**src/ftab_pkg.sv**
```systemverilog
// ----------------------------------------------------------------------------
// ftab_pkg
// Shared codes, constants and control structs of the flow statistics table.
// ----------------------------------------------------------------------------
package ftab_pkg;

  typedef enum logic [2:0] {
    ST_NONE  = 3'd0,
    ST_CFULL = 3'd1,
    ST_RFULL = 3'd2,
    ST_RONLY = 3'd3,
    ST_FFULL = 3'd4,
    ST_FLOW  = 3'd5
  } stat_code_t;

  localparam logic [7:0]  PROTO_ICMP   = 8'd1;
  localparam logic [7:0]  PROTO_TCP    = 8'd6;
  localparam logic [7:0]  PROTO_UDP    = 8'd17;
  localparam logic [23:0] PREFIX_RESET = 24'hAC1F42;

  typedef struct packed {
    logic       load_in;
    logic       idx_clr;
    logic       idx_inc;
    logic       rd_client;
    logic       client_hit_load;
    logic       client_append;
    logic       rd_rcount;
    logic       rcount_load;
    logic       rd_remote;
    logic       remote_hit_load;
    logic       remote_append;
    logic       remote_update;
    logic       rd_flow;
    logic       flow_hit_load;
    logic       flow_append;
    logic       flow_update;
    logic       remote_write;
    logic       flow_write;
    logic       code_load;
    stat_code_t code;
    logic       out_load;
  } ftab_cmd_t;

  typedef struct packed {
    logic is_client;
    logic flow_proto;
    logic client_end;
    logic client_full;
    logic client_hit;
    logic remote_end;
    logic remote_full;
    logic remote_hit;
    logic flow_end;
    logic flow_full;
    logic flow_hit;
    logic out_free;
  } ftab_stat_t;

endpackage

```
**src/ftab_ctrl.sv**
```systemverilog
// ----------------------------------------------------------------------------
// ftab_ctrl
// Sequencer of the client, remote and flow searches and updates.
// ----------------------------------------------------------------------------
module ftab_ctrl (
  input  logic               clk,
  input  logic               rst,
  input  logic               in_valid,
  output logic               in_ready,
  input  ftab_pkg::ftab_stat_t st,
  output ftab_pkg::ftab_cmd_t  cmd
);
  import ftab_pkg::*;

  typedef enum logic [14:0] {
    S_IDLE  = 15'b000000000000001,
    S_CLASS = 15'b000000000000010,
    S_C_RD  = 15'b000000000000100,
    S_C_CMP = 15'b000000000001000,
    S_RC_RD = 15'b000000000010000,
    S_RC_WT = 15'b000000000100000,
    S_R_RD  = 15'b000000001000000,
    S_R_CMP = 15'b000000010000000,
    S_R_UPD = 15'b000000100000000,
    S_R_WR  = 15'b000001000000000,
    S_F_RD  = 15'b000010000000000,
    S_F_CMP = 15'b000100000000000,
    S_F_UPD = 15'b001000000000000,
    S_F_WR  = 15'b010000000000000,
    S_DONE  = 15'b100000000000000
  } state_t;

  state_t state, state_next;

  assign in_ready = (state == S_IDLE);

  always_ff @(posedge clk) begin
    if (rst) begin
      state <= S_IDLE;
    end else begin
      state <= state_next;
    end
  end

  always_comb begin
    cmd        = '0;
    cmd.code   = ST_NONE;
    state_next = state;
    unique case (state)
      S_IDLE: begin
        if (in_valid) begin
          cmd.load_in = 1'b1;
          state_next  = S_CLASS;
        end
      end
      S_CLASS: begin
        cmd.idx_clr = 1'b1;
        if (st.is_client) begin
          state_next = S_C_RD;
        end else begin
          cmd.code_load = 1'b1;
          cmd.code      = ST_NONE;
          state_next    = S_DONE;
        end
      end
      S_C_RD: begin
        if (!st.client_end) begin
          cmd.rd_client = 1'b1;
          state_next    = S_C_CMP;
        end else if (st.client_full) begin
          cmd.code_load = 1'b1;
          cmd.code      = ST_CFULL;
          state_next    = S_DONE;
        end else begin
          cmd.client_append = 1'b1;
          cmd.idx_clr       = 1'b1;
          state_next        = S_R_RD;
        end
      end
      S_C_CMP: begin
        if (st.client_hit) begin
          cmd.client_hit_load = 1'b1;
          state_next          = S_RC_RD;
        end else begin
          cmd.idx_inc = 1'b1;
          state_next  = S_C_RD;
        end
      end
      S_RC_RD: begin
        cmd.rd_rcount = 1'b1;
        state_next    = S_RC_WT;
      end
      S_RC_WT: begin
        cmd.rcount_load = 1'b1;
        cmd.idx_clr     = 1'b1;
        state_next      = S_R_RD;
      end
      S_R_RD: begin
        if (!st.remote_end) begin
          cmd.rd_remote = 1'b1;
          state_next    = S_R_CMP;
        end else if (st.remote_full) begin
          cmd.code_load = 1'b1;
          cmd.code      = ST_RFULL;
          state_next    = S_DONE;
        end else begin
          cmd.remote_append = 1'b1;
          state_next        = S_R_UPD;
        end
      end
      S_R_CMP: begin
        if (st.remote_hit) begin
          cmd.remote_hit_load = 1'b1;
          state_next          = S_R_UPD;
        end else begin
          cmd.idx_inc = 1'b1;
          state_next  = S_R_RD;
        end
      end
      S_R_UPD: begin
        cmd.remote_update = 1'b1;
        cmd.idx_clr       = 1'b1;
        state_next        = st.flow_proto ? S_F_RD : S_R_WR;
      end
      S_R_WR: begin
        cmd.remote_write = 1'b1;
        cmd.code_load    = 1'b1;
        cmd.code         = ST_RONLY;
        state_next       = S_DONE;
      end
      S_F_RD: begin
        if (!st.flow_end) begin
          cmd.rd_flow = 1'b1;
          state_next  = S_F_CMP;
        end else if (st.flow_full) begin
          cmd.remote_write = 1'b1;
          cmd.code_load    = 1'b1;
          cmd.code         = ST_FFULL;
          state_next       = S_DONE;
        end else begin
          cmd.flow_append = 1'b1;
          state_next      = S_F_UPD;
        end
      end
      S_F_CMP: begin
        if (st.flow_hit) begin
          cmd.flow_hit_load = 1'b1;
          state_next        = S_F_UPD;
        end else begin
          cmd.idx_inc = 1'b1;
          state_next  = S_F_RD;
        end
      end
      S_F_UPD: begin
        cmd.flow_update = 1'b1;
        state_next      = S_F_WR;
      end
      S_F_WR: begin
        cmd.flow_write   = 1'b1;
        cmd.remote_write = 1'b1;
        cmd.code_load    = 1'b1;
        cmd.code         = ST_FLOW;
        state_next       = S_DONE;
      end
      S_DONE: begin
        if (st.out_free) begin
          cmd.out_load = 1'b1;
          state_next   = S_IDLE;
        end
      end
      default: begin
        state_next = S_IDLE;
      end
    endcase
  end

  // a client search step never reads past the end of the client list
  a_client_rd: assert property (@(posedge clk) disable iff (rst)
    cmd.rd_client |-> !st.client_end) else $error("client read past end");
  a_out_idle: assert property (@(posedge clk) disable iff (rst)
    cmd.out_load |=> in_ready) else $error("no return to idle after result");
  a_accept: assert property (@(posedge clk) disable iff (rst)
    (in_valid && in_ready) |=> !in_ready) else $error("second beat taken while busy");
endmodule

```
**config.mk**
```make
export PLATFORM = sky130hd
export DESIGN_NAME = ftab_ctrl
export DESIGN_NICKNAME = d
export VERILOG_FILES = /design/src/ftab_pkg.sv /design/src/ftab_ctrl.sv
export SDC_FILE = /design/constraint.sdc
export NUM_CORES = 1
export LEC_CHECK = 0
export ABC_AREA = 1
export CORE_UTILIZATION = 62
export CTS_CLUSTER_DIAMETER = 30
export DETAILED_ROUTE_END_ITERATION = 10
export DONT_BUFFER_PORTS = 1
export PLACE_DENSITY = 0.78
export SYNTH_ARGS = -nofsm -noshare
export SYNTH_HDL_FRONTEND = slang
export SYNTH_SLANG_ARGS = --single-unit
```
**constraint.sdc**
```tcl
create_clock -name clk -period 1.9 [get_ports clk]
set_input_delay 0.285 -clock clk [delete_from_list [all_inputs] [get_ports clk]]
set_output_delay 0.285 -clock clk [all_outputs]
set_load 0.1 [all_outputs]
```
==> results.md, run 1 <==
- I/O pin count: 39
- Post-Synth Simple-Gate Area: 54.7%
- Row count: 15
- Fail Step: 3_5_place_dp
- Sequential-to-total area share from yosys stat: 25.9%
- Combinational family with the most area after synthesis: simple AND/OR/NAND/NOR gates
- Mux contribution to synthesized area: 0%
- Synth Area in Compound Gates: 3.78%
- Final GP Congestion: 0.920
- Ys Warns: 0
- Die Y-Extent: 45.3 µm
- IO Port Bufs: 0
- Status: stopped before the end
- Synth Area in XOR/XNOR: 0%
- Syn_nets: 193
- Register bit total from synthesis: 15
- Synthesized area: 1160 µm²
- Initial core utilization: 66.5%
- Cells after Synth: 178
- Distinct cell type count after synthesis: 28
- Adder-cell share of the synthesized area: 0%
- Die width: 45.3 µm
- First Err: [ERROR DPL-0038] Utilization greater than 100%, impossible to legalize
- Syn_area_per_cell: 6.52 µm²
[cells in the mapped netlist (all sizes together)]
cell     n  area share, %
inv     40             13
o21ai    3            1.6
nand4    2            1.6
nor3b    1            1.1
a31oi    1           0.54
a211o    1           0.86
nand3   15            8.2
clkinv   1           0.43
nor4     1           0.54
nor2    54             23
and2     1           0.76
or2      1           0.54
nor3    10            4.7
nand3b   1           0.97
dfxtp   15             26
buf      2            2.3
o221ai   1           0.76
nand2   28             13
[metrics by stage]
stage          setup slack (ns)  hold WS (ns)  TNS, ns  instances  area [µm²]
2_1_floorplan            -0.579         0.354    -1.73        178        1360
3_3_place_gp             0.0811         0.358        0        226        1780
[kinds of logic after synthesis]
| family | after synthesis |
|---|---|
| AO/OA/AOI/OAI | 6 |
| buffers and inverters | 43 |
| flip-flops | 15 |
| AND/OR/NAND/NOR | 114 |
==> inputs of run 2 (changes only) <==
Settings changed: CORE_AREA from default to 2 2 63 65, CORE_UTILIZATION 62 to default, CTS_CLUSTER_DIAMETER 30 to default, DIE_AREA from default to 0 0 65 67, PLACE_DENSITY 0.78 to default, PLACE_DENSITY_LB_ADDON from default to 0.15.
==> run 2 against run 1 <==
The flow now finishes, with violations (negative setup slack). Area after synthesis stayed put. Synthesized cell count did not move.
==> results.md, run 2 <==
- Ys Warns: 0
- Post-route antenna net violation count: 0
- Largest cells by area after synthesis: dfxtp_1 (26%), inv_1 (12%), nor2_1 (11%), nor2_2 (8.1%), nand2_1 (5.2%)
- RSZ-0062 raised after global routing: true
- Place WS: 0.00930 ns
- Row count: 22
- Nets@finish: 252
- Power per Cell Area: 378 nW/µm²
- Initial antenna violation count: 0
- Skew-Pair Late Insertion Delay: 0.26 ns
- Gr usage total: 18.3%
- Worst path max stage delay: 0.34 ns
- Slew Viols, Final: 0
- Distinct cell type count after synthesis: 28
- Hpwl dp: 2690 µm
- Ant. Diodes: 0
- Via-to-Cell Ratio: 4.62
- Critical Path Sink Type: output port
- Cells after Synth: 178
- P&R area growth vs syn: 100%
- Fin Setup TNS: -0.867 ns
- TritonRoute pass-1 iters: 4
- Arrival time of the worst setup path: 1.75 ns
- Die Y-Extent: 67 µm
- Primary FF master, synth: dfxtp_1
- Fillers: 297
- Cell seen most often among critical-path stages: nor2_4
- I/O pin count: 39
- Most frequent cells in the layout: inv_1 (34), buf_4 (26), nor2_4 (21), nor2_1 (21), buf_12 (21)
- Register clock-pin slew on the reported worst setup and hold paths: 0.07 ns
- Total leakage power: 1.01 nW
- Slowest CP cell: dfxtp_2
- Most frequent cell after synthesis: inv_1
- Regs by FF count: state: 15 flops
- Fin worst setup slack: -0.133 ns
- Core area: 3610 µm²
- Synthesized area: 1160 µm²
- Crit path from: state[10]
- Max FFs per register: 15
- Tcrit/Tclk final: 107%
- MaxCap Viol Count: 0
- Worst setup path endpoint: cmd[21]
- Reg2reg setup slack: 0.11 ns
- Reg2reg start: state[2]
- WL final: 3710 µm
- EDFF count, synth: 0
- Final Power: 0.877 mW
- Syn_area_per_cell: 6.52 µm²
- Vias in the first global route: 1,412
- Slew headroom: 74.8%
- Max clock buf depth: 2
- Final worst path period need: 2.03 ns
- Number of H-tree levels: 1
- Share of the synthesized area in the top cell type: 25.9%
- Die width: 65 µm
- Largest net degree at the start of global routing: 13
- GRT overflow: 0
- Violated checks: negative setup slack
- Clock sink count: 15
- WP data required: 1.62 ns
- Worst-path cell chain: nor2_4, nand2_2, nor2_4, nand3b_4, nor3b_4, a211o_4
- IO Port Bufs: 0
- Placed Area: 1830 µm²
- Final setup viols: 12
- Reg-to-reg endpoint: state[12]
- Syn_nets: 193
- Synth async-reset ratio: 0%
- Initial DRC count: 39
- Worst-Margin Slew: 0.376 ns
- Sequential-to-total area share from yosys stat: 25.9%
- First-pass GRT wire length: 6040 µm
- Worst vdd ir: 0.000173 V
- DR vias: 1,312
- Worst Setup Path Type: flop to output port
- Reg2Reg Depth: 13
- Inserted Clock Buffers: 3
- Final GP Congestion: 0.928
- Drt wl/cell: 13.0 µm
- Finished Core Util: 64.3%
- Synth top cells by count: inv_1 (37), nor2_1 (35), nand2_1 (16), dfxtp_1 (15), nor2_2 (15)
- Fin Hold WS: 0.0850 ns
- Most common library cell in the layout ignoring fill and taps: inv_1
- HP Class: input pin to flop
- Worst Skew: 0.00271 ns
- Final Hold Vio Count: 0
- Crit Path Max Fanout: 7
- DRC: 0
- Min-delay src: rst
- Die ar.: 4360 µm²
- Layout Cells excl Fill: 284
- Share of cells above drive strength 1: 64.4%
- Setup crit start kind: flop
- Register bit total from synthesis: 15
- Fmax: 492 MHz
- CTS tree: done
- Status: finished with violations
- Area leader, netlist: dfxtp_1
- Clock root buffer: clkbuf_8
- Biggest register: state
- Placed cells: 252
- Finished layout cell area: 2320 µm²
- Initial core utilization: 32.2%
==> run 2: cell counts after synthesis <==
No cell type changed its count.
==> run 2: routing by layer <==
layer | global-route usage (%) | wire length (µm) | up-vias | share of wire [%]
met1 | 19.4 | 1380 | 616 | 37
li1 | - | - | 659 | -
met5 | 0 | 0 | - | 0
met4 | 7.71 | 58 | 0 | 1.6
met2 | 34.3 | 2070 | 32 | 56
met3 | 4.39 | 203 | 5 | 5.5
==> run 2: worst min path at each step <==
stage,to,depth (start not counted)
floorplan,state[1],1
CTS,state[9],1
global route,state[9],1
global placement,state[1],1
finish,state[9],1
detailed placement,state[1],1
==> run 2: timing repair <==
item                                    in CTS  in global routing
endpoints found under the setup margin      14                 35
gates resized for setup                     28                 29
pin swaps                                   15                 13
setup buffers                               18                 10
hold buffers                                 0                  0
==> run 2: layout make-up <==
type | instances | area, µm² | share of cell area [%]
Multi-Input combinational cell | 120 | 1010 | 43.4
Tap cell | 48 | 60.1 | 2.59
Inverter | 41 | 166 | 7.17
Clock buffer | 3 | 41.3 | 1.78
Timing Repair Buffer | 56 | 721 | 31.1
Sequential cell | 15 | 319 | 13.8
Clock inverter | 1 | 5.00 | 0.216
==> run 2: cell families (layout without fill, tap and decap cells) <==
group                  count (synthesis)  count (layout)  share of synthesized area, %
flip-flops                            15              15                          25.9
buffers and inverters                 43             101                          15.6
AO/OA/AOI/OAI                          6               6                          3.78
AND/OR/NAND/NOR                      114             114                          54.7
==> run 2: report_power, final <==
group | switching (mW) | internal [mW] | leakage, nW | total (mW)
sequential | 0.00540 | 0.318 | 0.128 | 0.324
clock | 0.133 | 0.146 | 0.0255 | 0.279
combinational | 0.179 | 0.0951 | 0.860 | 0.274
==> run 2: critical path: cells and delay by family (launching register included) <==
family	cells	cell delay, ns
simple gates	5	0.81
flops	1	0.34
compound gates	1	0.33
Power figures use the tool's default switching activity.
